$ cat src/hdl/otavg_pkg.sv
// Shared types, sizes and the position threshold table for the trimmed-mean averager.
// Used by every module of the olympic_trimmed_average_core block; depends on nothing.
package otavg_pkg;

   localparam int CHANNELS      = 6;
   localparam int AVG_SHIFT     = 3;
   localparam int TABLE_ENTRIES = 27;

   localparam int SAMPLE_W = 12;
   localparam int CHAN_W   = 3;
   localparam int CODE_W   = 8;
   localparam int NSAMP    = (1 << AVG_SHIFT) + 2;
   localparam int COUNT_W  = $clog2(NSAMP);
   localparam int SUM_W    = SAMPLE_W + COUNT_W;

   localparam int TABLE_SIZE = 27;
   localparam int SEARCH_LEN = (TABLE_ENTRIES > TABLE_SIZE) ? TABLE_SIZE : TABLE_ENTRIES;

   localparam logic [CODE_W-1:0] NONE_FOUND = 8'hff;

   localparam logic [0:0] REG_POSITION_CHANNEL = 1'b0;
   localparam logic [0:0] REG_UNPLUGGED_CODE   = 1'b1;

   localparam logic [SAMPLE_W-1:0] THR_TAB [TABLE_SIZE] = '{
      12'd108,  12'd294,  12'd452,  12'd635,  12'd804,  12'd943,  12'd1082,
      12'd1228, 12'd1389, 12'd1563, 12'd1751, 12'd1946, 12'd2140, 12'd2345,
      12'd2544, 12'd2723, 12'd2901, 12'd3065, 12'd3200, 12'd3317, 12'd3439,
      12'd3557, 12'd3667, 12'd3780, 12'd3906, 12'd4034, 12'd4095
   };

   // The last entry is replaced by the programmable unplugged code.
   localparam logic [CODE_W-1:0] CODE_TAB [TABLE_SIZE] = '{
      8'd91, 8'd26, 8'd16, 8'd21, 8'd11, 8'd22, 8'd12, 8'd23, 8'd13,
      8'd24, 8'd14, 8'd25, 8'd15, 8'd92, 8'd46, 8'd36, 8'd41, 8'd31,
      8'd42, 8'd32, 8'd43, 8'd33, 8'd44, 8'd34, 8'd45, 8'd35, 8'hff
   };

   typedef struct packed {
      logic [SUM_W-1:0]    sum;
      logic [SAMPLE_W-1:0] min;
      logic [SAMPLE_W-1:0] max;
      logic [CHAN_W-1:0]   channel;
   } acc_token_type;

endpackage

$ cat src/hdl/otavg_accum.sv
// Sample accumulator: running sum, minimum, maximum and count for the current channel.
// Hands a finished channel to the decode stage as one token; uses otavg_pkg.
module otavg_accum (
   input  logic                           clock,
   input  logic                           reset,
   input  logic                           req_valid,
   input  logic [otavg_pkg::SAMPLE_W-1:0] req_sample,
   output logic                           req_stall,
   input  logic                           sink_free,
   output logic                           tok_valid,
   output otavg_pkg::acc_token_type       tok
);

   logic [otavg_pkg::SUM_W-1:0]    sum_ff, sum_in, sum_total;
   logic [otavg_pkg::SAMPLE_W-1:0] min_ff, min_in, min_new;
   logic [otavg_pkg::SAMPLE_W-1:0] max_ff, max_in, max_new;
   logic [otavg_pkg::COUNT_W-1:0]  count_ff, count_in;
   logic [otavg_pkg::CHAN_W-1:0]   chan_ff, chan_in;
   logic [otavg_pkg::CHAN_W:0]     chan_inc;
   logic                           tok_vld_ff, tok_vld_in;
   otavg_pkg::acc_token_type       tok_ff, tok_in;
   logic                           last_pending, accept;

   assign last_pending = (count_ff == otavg_pkg::COUNT_W'(otavg_pkg::NSAMP - 1));
   assign req_stall    = last_pending && tok_vld_ff && !sink_free;
   assign accept       = req_valid && !req_stall;

   assign sum_total = sum_ff + {{otavg_pkg::COUNT_W{1'b0}}, req_sample};
   assign min_new   = (req_sample < min_ff) ? req_sample : min_ff;
   assign max_new   = (req_sample > max_ff) ? req_sample : max_ff;
   assign chan_inc  = {1'b0, chan_ff} + 1'b1;

   always_comb begin
      sum_in     = sum_ff;
      min_in     = min_ff;
      max_in     = max_ff;
      count_in   = count_ff;
      chan_in    = chan_ff;
      tok_in     = tok_ff;
      tok_vld_in = tok_vld_ff && !sink_free;
      if (accept) begin
         if (last_pending) begin
            sum_in         = '0;
            min_in         = '1;
            max_in         = '0;
            count_in       = '0;
            tok_in.sum     = sum_total;
            tok_in.min     = min_new;
            tok_in.max     = max_new;
            tok_in.channel = chan_ff;
            tok_vld_in     = 1'b1;
            if (chan_inc >= (otavg_pkg::CHAN_W + 1)'(otavg_pkg::CHANNELS)) begin
               chan_in = '0;
            end else begin
               chan_in = chan_inc[otavg_pkg::CHAN_W-1:0];
            end
         end else begin
            sum_in   = sum_total;
            min_in   = min_new;
            max_in   = max_new;
            count_in = count_ff + 1'b1;
         end
      end
   end

   always_ff @(posedge clock) begin
      if (reset) begin
         sum_ff     <= '0;
         min_ff     <= '1;
         max_ff     <= '0;
         count_ff   <= '0;
         chan_ff    <= '0;
         tok_vld_ff <= 1'b0;
      end else begin
         sum_ff     <= sum_in;
         min_ff     <= min_in;
         max_ff     <= max_in;
         count_ff   <= count_in;
         chan_ff    <= chan_in;
         tok_vld_ff <= tok_vld_in;
      end
      tok_ff <= tok_in;
   end

   assign tok_valid = tok_vld_ff;
   assign tok       = tok_ff;

endmodule

$ cat src/hdl/otavg_decode.sv
// Trimmed-mean and position decode stage with the result register and the two settings.
// Takes finished tokens from otavg_accum; uses otavg_pkg for sizes and the threshold table.
module otavg_decode (
   input  logic                           clock,
   input  logic                           reset,
   input  logic                           csr_wr_en,
   input  logic [0:0]                     csr_index,
   input  logic [otavg_pkg::CODE_W-1:0]   csr_wdata,
   input  logic                           tok_valid,
   input  otavg_pkg::acc_token_type       tok,
   output logic                           sink_free,
   output logic                           rsp_valid,
   input  logic                           rsp_stall,
   output logic [otavg_pkg::CHAN_W-1:0]   rsp_channel,
   output logic [otavg_pkg::SAMPLE_W-1:0] rsp_average,
   output logic [otavg_pkg::CODE_W-1:0]   rsp_position_code,
   output logic                           rsp_is_position
);

   logic [otavg_pkg::CHAN_W-1:0]   pos_chan_ff;
   logic [otavg_pkg::CODE_W-1:0]   unplugged_ff;
   logic                           valid_ff, valid_in;
   logic [otavg_pkg::CHAN_W-1:0]   chan_ff;
   logic [otavg_pkg::SAMPLE_W-1:0] avg_ff;
   logic [otavg_pkg::CODE_W-1:0]   code_ff;
   logic                           is_pos_ff;
   logic [otavg_pkg::SUM_W-1:0]    trimmed;
   logic [otavg_pkg::SAMPLE_W-1:0] avg;
   logic [otavg_pkg::CODE_W-1:0]   found_code;
   logic                           is_pos;

   assign sink_free = !valid_ff || !rsp_stall;
   assign valid_in  = sink_free ? tok_valid : valid_ff;

   assign trimmed = tok.sum - {{otavg_pkg::COUNT_W{1'b0}}, tok.min}
                            - {{otavg_pkg::COUNT_W{1'b0}}, tok.max};
   assign avg     = trimmed[otavg_pkg::AVG_SHIFT +: otavg_pkg::SAMPLE_W];
   assign is_pos  = (tok.channel == pos_chan_ff);

   // Priority search: the lowest entry whose threshold exceeds the average wins.
   always_comb begin
      found_code = otavg_pkg::NONE_FOUND;
      for (int k = otavg_pkg::SEARCH_LEN - 1; k >= 0; k--) begin
         if (otavg_pkg::THR_TAB[k] > avg) begin
            if (k == otavg_pkg::TABLE_SIZE - 1) begin
               found_code = unplugged_ff;
            end else begin
               found_code = otavg_pkg::CODE_TAB[k];
            end
         end
      end
   end

   always_ff @(posedge clock) begin
      if (reset) begin
         pos_chan_ff  <= otavg_pkg::CHAN_W'(4);
         unplugged_ff <= 8'hff;
         valid_ff     <= 1'b0;
      end else begin
         valid_ff <= valid_in;
         if (csr_wr_en) begin
            case (csr_index)
               otavg_pkg::REG_POSITION_CHANNEL: begin
                  pos_chan_ff <= csr_wdata[otavg_pkg::CHAN_W-1:0];
               end
               otavg_pkg::REG_UNPLUGGED_CODE: begin
                  unplugged_ff <= csr_wdata;
               end
               default: begin
               end
            endcase
         end
      end
      if (sink_free && tok_valid) begin
         chan_ff   <= tok.channel;
         avg_ff    <= avg;
         code_ff   <= is_pos ? found_code : '0;
         is_pos_ff <= is_pos;
      end
   end

   assign rsp_valid         = valid_ff;
   assign rsp_channel       = chan_ff;
   assign rsp_average       = avg_ff;
   assign rsp_position_code = code_ff;
   assign rsp_is_position   = is_pos_ff;

endmodule

$ cat src/hdl/olympic_trimmed_average_core.sv
// Top level of the olympic trimmed-mean averager for round-robin ADC channels.
// Instantiates otavg_accum and otavg_decode; uses otavg_pkg.
//
// Each request carries one 12-bit sample for the current channel. After ten samples
// (2^3 + 2) the block reports the channel and the sum less its smallest and largest
// sample, divided by eight, then moves on to the next of six channels in turn. For the
// channel set in register 0 the report also carries a position code: the code of the
// first threshold above the average, register 1 for the last entry, or 255 if none.
// One request is taken every clock cycle unless req_stall holds it off; after the tenth
// request is taken, its report passes through the accumulator's hand-off register, then
// through the subtract and table compare into the result register. While a report is
// held by rsp_stall, requests keep being accepted until the next channel's tenth sample
// finds the hand-off register still full.
module olympic_trimmed_average_core (
   input  logic                           clock,
   input  logic                           reset,
   input  logic                           req_valid,
   output logic                           req_stall,
   input  logic [otavg_pkg::SAMPLE_W-1:0] req_sample,
   output logic                           rsp_valid,
   input  logic                           rsp_stall,
   output logic [otavg_pkg::CHAN_W-1:0]   rsp_channel,
   output logic [otavg_pkg::SAMPLE_W-1:0] rsp_average,
   output logic [otavg_pkg::CODE_W-1:0]   rsp_position_code,
   output logic                           rsp_is_position,
   input  logic                           csr_wr_en,
   input  logic [0:0]                     csr_index,
   input  logic [otavg_pkg::CODE_W-1:0]   csr_wdata
);

   logic                     sink_free;
   logic                     tok_valid;
   otavg_pkg::acc_token_type tok;

   otavg_accum u_accum (
      .clock      (clock),
      .reset      (reset),
      .req_valid  (req_valid),
      .req_sample (req_sample),
      .req_stall  (req_stall),
      .sink_free  (sink_free),
      .tok_valid  (tok_valid),
      .tok        (tok)
   );

   otavg_decode u_decode (
      .clock             (clock),
      .reset             (reset),
      .csr_wr_en         (csr_wr_en),
      .csr_index         (csr_index),
      .csr_wdata         (csr_wdata),
      .tok_valid         (tok_valid),
      .tok               (tok),
      .sink_free         (sink_free),
      .rsp_valid         (rsp_valid),
      .rsp_stall         (rsp_stall),
      .rsp_channel       (rsp_channel),
      .rsp_average       (rsp_average),
      .rsp_position_code (rsp_position_code),
      .rsp_is_position   (rsp_is_position)
   );

endmodule

$ cat config.mk
export PLATFORM = sky130hd
export DESIGN_NAME = olympic_trimmed_average_core
export DESIGN_NICKNAME = d
export VERILOG_FILES = /design/src/hdl/otavg_pkg.sv /design/src/hdl/otavg_accum.sv /design/src/hdl/otavg_decode.sv /design/src/hdl/olympic_trimmed_average_core.sv
export SDC_FILE = /design/constraint.sdc
export NUM_CORES = 1
export LEC_CHECK = 0
export ABC_AREA = 1
export BUFFER_PORTS_ARGS = -buffer_cell sky130_fd_sc_hd__buf_2
export CAP_MARGIN = 20
export CORE_MARGIN = 5
export CORE_UTILIZATION = 35
export CTS_CLUSTER_DIAMETER = 200
export CTS_CLUSTER_SIZE = 25
export DETAILED_ROUTE_END_ITERATION = 8
export HOLD_SLACK_MARGIN = 0.05
export SLEW_MARGIN = 20
export SYNTH_ARGS = -nofsm -noshare
export SYNTH_HDL_FRONTEND = slang
export SYNTH_HIERARCHICAL = 1
export SYNTH_SLANG_ARGS = --single-unit
$ cat constraint.sdc
create_clock -name clock -period 3.5 [get_ports clock]
set_input_delay 0.35 -clock clock [delete_from_list [all_inputs] [get_ports clock]]
set_output_delay 0.35 -clock clock [all_outputs]
set_load 0.05 [all_outputs]
# Word level (Yosys, flattened, before mapping)
# Index checks and enable logic that the tools add are counted.
# word_totals
ff_bits,126
input_bits,26
out_inout_bits,26
wordCells,111
# classes
addsub,5
magnitude_cmp,30
eq_ne,2
mux,36
n_bitwise,2
reduce_logical,16
# ops
op,n
$mux W7,26
$gt A12 B12 Y1 const A,15
$gt A11 B12 Y1 const A,6
$mux W12,4
$gt A10 B12 Y1 const A,3
$sub A15 B12 Y15,2
$reduce_or A27 Y1,1
$gt A9 B12 Y1 const A,2
$add A16 B12 Y16,1
$mux W16,1
$reduce_or A15 Y1,1
$gt A12 B12 Y1,1
$gt A7 B12 Y1 const A,1
$lt A12 B12 Y1,1
$mux W8,1
$reduce_and A2 Y1,3
$logic_and A1 B1 Y1,5
$add A3 B1 Y4 const B,1
$add A4 B1 Y4 const B,1
$eq A4 B4 Y1 const B,1
$ge A4 B3 Y1 const B,1
$logic_not A1 Y1,4
$mux W4,1
$reduce_or A4 Y1,1
other kinds (5),7

# Logic depth before layout (Yosys ltp)
# Gate-level depths: netlist of run 1.
# logic_depth
word_depth,30
mapped_depth,35
ltp_nobuf,35

# Cells and area by module
# Netlist of run 1, hierarchy kept.
# modules_own_cells
mod,n_inst,cells_per_inst,area_per_inst_um2,seq_area_each_um2
otavg_accum,1,602,4934.7,2252.2
otavg_decode,1,587,3933.8,960.9

# Worst setup path before layout of run 1
# No wires, ideal clock.
# synth_path
path_type,register to register
from,"register u_accum.tok_ff, in the netlist u_accum/tok[22]"
to,"register u_decode.code_ff, in the netlist u_decode/rsp_position_code[1], data pin"
setup_time_ns,0.269
arrival_ns,3.115
required_time_ns,3.231
slack_ns,0.116
path_stages_with_launch,32
n_path_buf,0
period_less_slack_ns,3.384
cell_sequence,edfxtp_1 > inv_1 > fa_1 > ha_1 > nand2_1 > nand2_2 > a21oi_4 > nor2_2 > nor2_4 > nand2_2 > nand2_1 > nand2_2 > nor2_2 > nand2_2 > nor2_4 > nand3_1 > nand3_1 > nand2_1 > nand2_1 > nand2_1 > nand2_1 > nand2_1 > nand2_1 > nand2_1 > nand2_1 > nand2_1 > nand2_1 > nand2_1 > nand2_1 > nand2_1 > nand2_1 > a21oi_2
# synth_via
elab_chain_len,30
elab_cells_between_ends,56
classes_between,add/sub (2); order compare (27); mux (27)
# synth_rtl
element,line,text
from (decl),otavg_accum.sv:21,"otavg_pkg::acc_token_type tok_ff, tok_in;"
from (signal assigned),otavg_accum.sv:82,tok_ff <= tok_in;
$sub A15 B12 Y15 *,otavg_decode.sv:35,"assign trimmed = tok.sum - {{otavg_pkg::COUNT_W{1'b0}}, tok.min}"
$sub A15 B12 Y15 *,otavg_decode.sv:36,"- {{otavg_pkg::COUNT_W{1'b0}}, tok.max};"
$gt A12 B12 Y1,otavg_decode.sv:44,if (otavg_pkg::THR_TAB[k] > avg) begin
$mux W8,otavg_decode.sv:44,
$mux W7 (25 in series),otavg_decode.sv:44,
$mux W7 *,otavg_decode.sv:44,
to (signal assigned),otavg_decode.sv:77,code_ff <= is_pos ? found_code : '0;
to (decl),otavg_decode.sv:25,logic [otavg_pkg::CODE_W-1:0] code_ff;
# Every way passes the cells marked *; elsewhere a longest branch is shown, timed or not.
# A chain may end at the register's enable or synchronous reset.

# Worst setup path after layout of run 1
# layout_path
from,"register u_accum.tok_ff, in the netlist u_accum/tok[10]"
to,"register u_decode.code_ff, in the netlist u_decode/rsp_position_code[3], data pin"
# layout_via
elab_chain_len,29
elab_cells_between_ends,55
classes_between,add/sub (1); order compare (27); mux (27)
# layout_rtl
element,line,text
$sub A15 B12 Y15 *,otavg_decode.sv:36,
via u_decode.trimmed (one bit),otavg_decode.sv:27,logic [otavg_pkg::SUM_W-1:0] trimmed;
$gt A12 B12 Y1,otavg_decode.sv:44,
$mux W8,otavg_decode.sv:44,
$mux W7 (25 in series),otavg_decode.sv:44,
$mux W7 *,otavg_decode.sv:44,
# The timed path passes the listed nets; every way through them passes the cells marked *.

==> key figures, run 1 <==
Status
  – Status: complete, but fails checks
  – Failing checks: setup timing

Setup path
  – Cells along the critical path: inv_2, fa_1, ha_4, nand2_8, buf_4, nor3_4, nand2_2, nand2_4, nand2_2, nand2_4, nand2_8, nor2_4, nand2_2, nand3_2, buf_4, nand2_1, o21ai_1, a21boi_1, o21ai_1, nand2_1, nand2_1, a21boi_1, o21ai_1, a21oi_1
  – Max incr delay on CP: 450 ps
  – Critical path capture point type: flop
  – CP Class: flop to flop
  – Worst path required time: about 3700 ps
  – Slowest CP cell: fa_1
  – Startpoint Class: flop
  – Data arrival, critical path: a little under 4000 ps
  – Crit-path max FO: 6

Floorplan
  – Initial core utilization: between 30% and 40%
  – Row count: 57
  – Top-Level Pins: 52
  – Die area: 28300 µm²
  – Die X: 168 µm
  – Area of the core: between 20000 and 25000 µm²
  – Die Ht: approximately 170 µm

Yosys
  – Gate Count Post-Synth: approximately 1200
  – Synthesized area: 8760 µm²
  – Syn_area_per_cell: approximately 7.5 µm²
  – Yosys warning count: 6
  – Post-synth net total: ~1300

Final layout
  – Area delta synth->final: 34.5%
  – Share of post-route cells with drive strength above 1: 32.0%
  – Final nets: between 1000 and 1500
  – Final Core Density: between 40% and 50%
  – Number of diodes: 0
  – Fill cells: around 2300

STA
  – Setup violators final: 5
  – Worst-Margin Slew: ~530 ps
  – PnR worst setup slack: -217 ps
  – FMAX: around 270 MHz
  – Final worst-path cycle share: 106%
  – Final Slew Violations: 0
  – Max-slew headroom: 64.7%
  – Final Hold Vio Count: 0
  – Period minus WS final: about 3700 ps
  – RSZ-0062 raised after global routing: true
  – Layout Skew: 20.0 ps

Global routing
  – First-pass GRT wire length: between 40000 and 50000 µm
  – Vias in the first global route: roughly 8200
  – Overflow left after global routing: 0
  – GRT Overall Usage: between 15 and 20%
  – Initial antenna violation count: 0
  – Largest net degree at the start of global routing: 47

Placement
  – Detailed placement HPWL: 18900 µm
  – DP Worst Slack: -323 ps
  – Port Buffer Count: 51
  – GPL Wtd Cong: just over 0.9

CTS
  – Root Buffer Master: clkbuf_16
  – Hold buffers post-CTS: 0
  – Clk buf depth: 2
  – Cts bufs inserted: 17
  – H-tree Lvls: 4
  – Clk sinks: approximately 130
  – Reg clk slew, reported paths: approximately 60 ps
  – Clock Latency Late Sink: between 400 and 500 ps
  – CTS tree: yes

Route
  – Via Count: approximately 8400
  – DRT Wirelength: roughly 25000 µm
  – DR iter-0 viols: a little under 600
  – Final ANT Viol Nets: 0
  – Post-route DRC: 0
  – DRT Pass-1 Iters: 5
  – Drt wl/cell: between 10 and 15 µm
  – Post-DR vias/cell: 4.90

Job
  – Maxcap violations: 0

Pwr
  – VDD IR max: between 300 and 400 µV
  – PwrDens: between 300 and 400 nW/µm²
  – Total power: between 4 and 5 mW
  – Leakage: about 5.5 nW

Hold path
  – Min-delay worst type: input pin to flop
-- placed cells by master (no fill, tap or decap), types with 49 or more instances in the layout --
master,n
nand2_1,273
inv_1,149
buf_4,140
nand3_1,93
a21oi_1,66
edfxtp_1,66
dfxtp_1,59
nand2_2,55
buf_2,51
nor2_1,49
-- critical path: cells and delay by family (launching register included) --
kind | cells | cell delay [ps]
compound gates | 6 | 610
fa+ha+maj | 2 | 820
buf+inv | 3 | 330
flops | 1 | 380
simple gates | 13 | 1290
-- metal layers --
layer  vias to the layer above  wire length, µm  GRT usage (%)
li1                       4244                -              -
met1                      3855            11200           22.7
met2                       219            12200           30.6
met3                        32             1180           2.98
met4                         0              487           5.15
met5                         -                0              0
-- per-stage QoR --
step / hold slack, ps / setup TNS, ps / instances / instance area (µm²)
after detailed placement: 455 / -1380 / 1653 / 10300
after global routing: 130 / -1660 / 1705 / 11800
after CTS: 124 / -244 / 1698 / 11500
after global placement: 450 / -1330 / 1653 / 10300
after floorplan: 419 / 0 / 1174 / 8760
final: 134 / -610 / 1705 / 11800
-- worst paths after layout --
check / endpoint / cells past startpoint / start / slack (ps)
min reg2reg: u_accum/max_ff[2]$_SDFFE_PP0P_ / 2 / u_accum/max_ff[2]$_SDFFE_PP0P_ / 470
min: u_decode/unplugged_ff[7]$_SDFFE_PP1P_ / 3 / csr_wdata[7] / 130
max: u_decode/rsp_position_code[3]$_SDFFCE_PN0P_ / 24 / u_accum/tok[10]$_DFFE_PP_ / -220
max reg2reg: u_decode/rsp_position_code[3]$_SDFFCE_PN0P_ / 24 / u_accum/tok[10]$_DFFE_PP_ / -220
-- registers in the layout (all words and copies together), names as in the netlist, 3 cells and up --
signal,cells
u_accum/tok,42
u_accum/sum_ff,15
u_accum/max_ff,12
u_accum/min_ff,12
u_decode/rsp_average,12
u_decode/rsp_position_code,8
u_decode/unplugged_ff,8
u_accum/count_ff,4
u_accum/chan_ff,3
u_decode/pos_chan_ff,3
u_decode/rsp_channel,3
-- final cells by class --
type | instances | area [µm²] | area share [%]
multi-input cells | 854 | 5560 | 47.2
flip-flops and latches | 125 | 3160 | 26.8
inverters | 171 | 659 | 5.60
well taps | 324 | 405 | 3.44
repair buffers | 199 | 1410 | 11.9
clock buffers | 18 | 429 | 3.64
clock inverters | 14 | 158 | 1.34
-- where the power goes --
part / leakage [nW] / internal (mW) / switching [mW]
clock: 0.279 / 1.07 / 0.759
sequential: 1.09 / 1.61 / 0.0316
combinational: 4.10 / 0.205 / 0.350
total: 5.48 / 2.88 / 1.14
-- timing repair --
item                       4_1_cts  5_1_grt
resized for setup              134       67
setup buffers                   13        7
setup endpoints to repair        6        6
pin swaps                       65       48
(Power assumes the default switching activity.)
==> run 2, diff against run 1 <==
--- a/config.mk
+++ b/config.mk
@@ -14,7 +14,8 @@
 export CTS_CLUSTER_SIZE = 25
 export DETAILED_ROUTE_END_ITERATION = 8
 export HOLD_SLACK_MARGIN = 0.05
-export SLEW_MARGIN = 20
+export PLACE_DENSITY_LB_ADDON = 0.12
+export SLEW_MARGIN = 10
 export SYNTH_ARGS = -nofsm -noshare
 export SYNTH_HDL_FRONTEND = slang
 export SYNTH_HIERARCHICAL = 1
==> run 2 against run 1 <==
The flow still finishes with violations (setup timing). Routed wire length hardly changed. Final cell count is 0.23% lower. Register-to-register slack better by 50 ps. Combinational power hardly changed. Critical endpoint is now u_decode/rsp_position_code[1]$_SDFFCE_PN0P_. Sequential share of layout area is 0.48 points higher. Fmax is 1.3% higher. Worst hold slack better by 5.4 ps. Final area is 1.8% lower. Largest power group unchanged. Flip-flop and latch count stayed put. Global-route usage is 0.15 points higher.
==> key figures, run 2 (synthesis gave the netlist of run 1 again) <==
Global routing
  – Global routing usage on met2: 30.3% (-0.31 points)
  – Busiest grt layer: met2
  – Met1 demand-to-capacity share in global routing: 23.1% (+0.36 points)
  – Grt met3 use: 2.49% (-0.49 points)
  – First-pass GRT wire length: 40800 µm (+0.10%)
  – GRT Overall Usage: 17.8% (+0.15 points)
  – Largest net degree at the start of global routing: 47 (unchanged)
  – Overflow left after global routing: 0 (unchanged)
  – Initial antenna violation count: 0 (unchanged)
  – Vias in the first global route: 8111 (-0.49%)

CTS
  – Hold buffers post-CTS: 0 (unchanged)
  – Root Buffer Master: clkbuf_16
  – Cts bufs inserted: 17 (unchanged)
  – Reg clk slew, reported paths: 70 ps (about the same)
  – Clock Latency Late Sink: 430 ps (about the same)
  – CTS tree: yes
  – H-tree Lvls: 4 (unchanged)
  – Clk buf depth: 2 (unchanged)
  – Clk sinks: 125 (unchanged)

Placement
  – # placed instances: 1641 (-0.73%)
  – Port Buffer Count: 51 (unchanged)
  – GPL Wtd Cong: 0.979 (+6.1%)
  – Detailed placement HPWL: 19000 µm (+0.51%)

Floorplan
  – Row count: 57 (unchanged)
  – Die Ht: 168 µm (unchanged)
  – Area of the core: 24500 µm² (unchanged)
  – Die X: 168 µm (unchanged)
  – Initial core utilization: 35.8% (unchanged)
  – Top-Level Pins: 52 (unchanged)
  – Die area: 28300 µm² (unchanged)

STA
  – PnR worst setup slack: -170 ps (+47.0 ps)
  – Worst-Margin Slew: 583 ps (+53.8 ps)
  – Final Slew Violations: 0 (unchanged)
  – Layout Skew: 27.4 ps (+7.40 ps)
  – Final Hold Vio Count: 0 (unchanged)
  – RSZ-0062 raised after global routing: true
  – Setup Total Neg Slack: -583 ps (+26.8 ps)
  – Period minus WS final: 3670 ps (-47.0 ps)
  – Setup violators final: 5 (unchanged)
  – Final worst-path cycle share: 105% (-1.3 points)
  – Max-slew headroom: 61.1% (-3.6 points)
  – FMAX: 272 MHz (+1.3%)

Final layout
  – Commonest non-fill, non-tap cells in the layout: nand2_1, inv_1, buf_4
  – Area delta synth->final: 32.2%
  – Most common cell after layout, fill and taps aside: nand2_1
  – Share of post-route cells with drive strength above 1: 29.5% (-2.5 points)
  – Fill cells: 2394 (+2.7%)
  – Layout Cells excl Fill: 1701 (-0.23%)
  – Final nets: 1452 (-0.27%)
  – Number of diodes: 0 (unchanged)
  – Max FFs per register: 42 (unchanged)

Pwr
  – Leakage: 5.41 nW (-1.2%)
  – Internal Power: 2.84 mW (-1.6%)
  – Switch share: 28.0% (-0.38 points)
  – Switching pwr: 1.10 mW (-3.4%)
  – Seq pwr share: 41.8% (+0.9 points)
  – PwrDens: 340 nW/µm² (-0.36%)
  – Total power: 3.94 mW (-2.1%)
  – Clock power frac: 44.1% (-1.2 points)
  – Gate power share: 14.1% (+0.3 points)
  – VDD IR max: 225 µV (-28%)

Setup path
  – Slowest CP cell: fa_1
  – Max incr delay on CP: 580 ps (+130 ps)
  – Critical path capture point type: flop
  – CP dominant cell by count: nand2_1
  – Crit-path max FO: 4 (-2)
  – CP Class: flop to flop
  – WP buf/inv: 6 (+3)
  – FF-to-FF path depth: 26 (+8.3%)
  – Worst path required time: 3790 ps (+130 ps)
  – Cell family with most CP delay: simple AND/OR/NAND/NOR gates
  – Startpoint Class: flop
  – Data arrival, critical path: 3960 ps (+80 ps)
  – Stages on worst setup path: 26 (+8.3%)

Hold path
  – Hold depth: 3 (unchanged)
  – Min-delay worst type: input pin to flop

Route
  – Final ANT Viol Nets: 0 (unchanged)
  – DRT Wirelength: 25100 µm (about the same)
  – DR iter-0 viols: 446 (-25%)
  – DRT Pass-1 Iters: 5 (unchanged)
  – Post-DR vias/cell: 4.80 (-2.1%)
  – Drt wl/cell: 14.7 µm (+0.33%)
  – Post-route DRC: 0 (unchanged)
  – Via Count: 8158 (-2.3%)

Status
  – Status: complete, but fails checks
  – Failing checks: setup timing

Job
  – Maxcap violations: 0 (unchanged)
run 2: routing by layer:
| metal | up-vias | share of wire [%] |
|---|---|---|
| met5 | - | 0 |
| met2 | 159 | 48 |
| met1 | 3731 | 46 |
| met3 | 35 | 3.2 |
| met4 | 0 | 2.4 |
| li1 | 4233 | - |
run 2: stage by stage:
stage	cell area (µm²)	utilization [%]	hold slack (ps)	setup WS, ps
finish	11600	47.3	140	-170
global route	11600	47.3	127	-385
CTS	11200	45.9	119	-55.5
detailed placement	10200	41.5	454	-266
global placement	10200	41.5	450	-305
floorplan	8760	-	419	116
run 2: power groups by stage:
stage               Sequential [mW]  Clock [mW]  Combinational [mW]
floorplan                      1.67           0               0.404
CTS                            1.64        1.79               0.559
detailed placement             1.68           0               0.556
finish                         1.64        1.74               0.557
global route                   1.65        1.85               0.641
global placement               1.67           0               0.552
run 2: path summary, 6_finish.rpt:
path	start	to	slack [ps]
worst max-delay path	u_accum/tok[9]$_DFFE_PP_	u_decode/rsp_position_code[1]$_SDFFCE_PN0P_	-170
worst min-delay path	csr_wdata[6]	u_decode/unplugged_ff[6]$_SDFFE_PP1P_	140
worst max register to register	u_accum/tok[9]$_DFFE_PP_	u_decode/rsp_position_code[1]$_SDFFCE_PN0P_	-170
worst min register to register	u_accum/max_ff[7]$_SDFFE_PP0P_	u_accum/max_ff[7]$_SDFFE_PP0P_	460
run 2: area by class of cell:
type                            count  area, µm²  share of cell area (%)
Inverter                          171        652                    5.63
Sequential cell                   125       3160                    27.3
Clock buffer                       22        497                    4.29
Multi-Input combinational cell    854       5410                    46.7
Tap cell                          324        405                    3.50
Timing Repair Buffer              195       1370                    11.9
Clock inverter                     10       76.3                   0.659
run 2: what timing repair did:
action                                 4_1_cts  5_1_grt
resized for setup                           86       61
setup buffers                               16       12
pin swaps                                   38       46
endpoints found under the hold margin        0        0
setup endpoints to repair                    5        6
run 2: tightest hold or removal path, stage by stage:
cell	delay, ps
buf_2	80
nand2_1	50
nand3_1	50
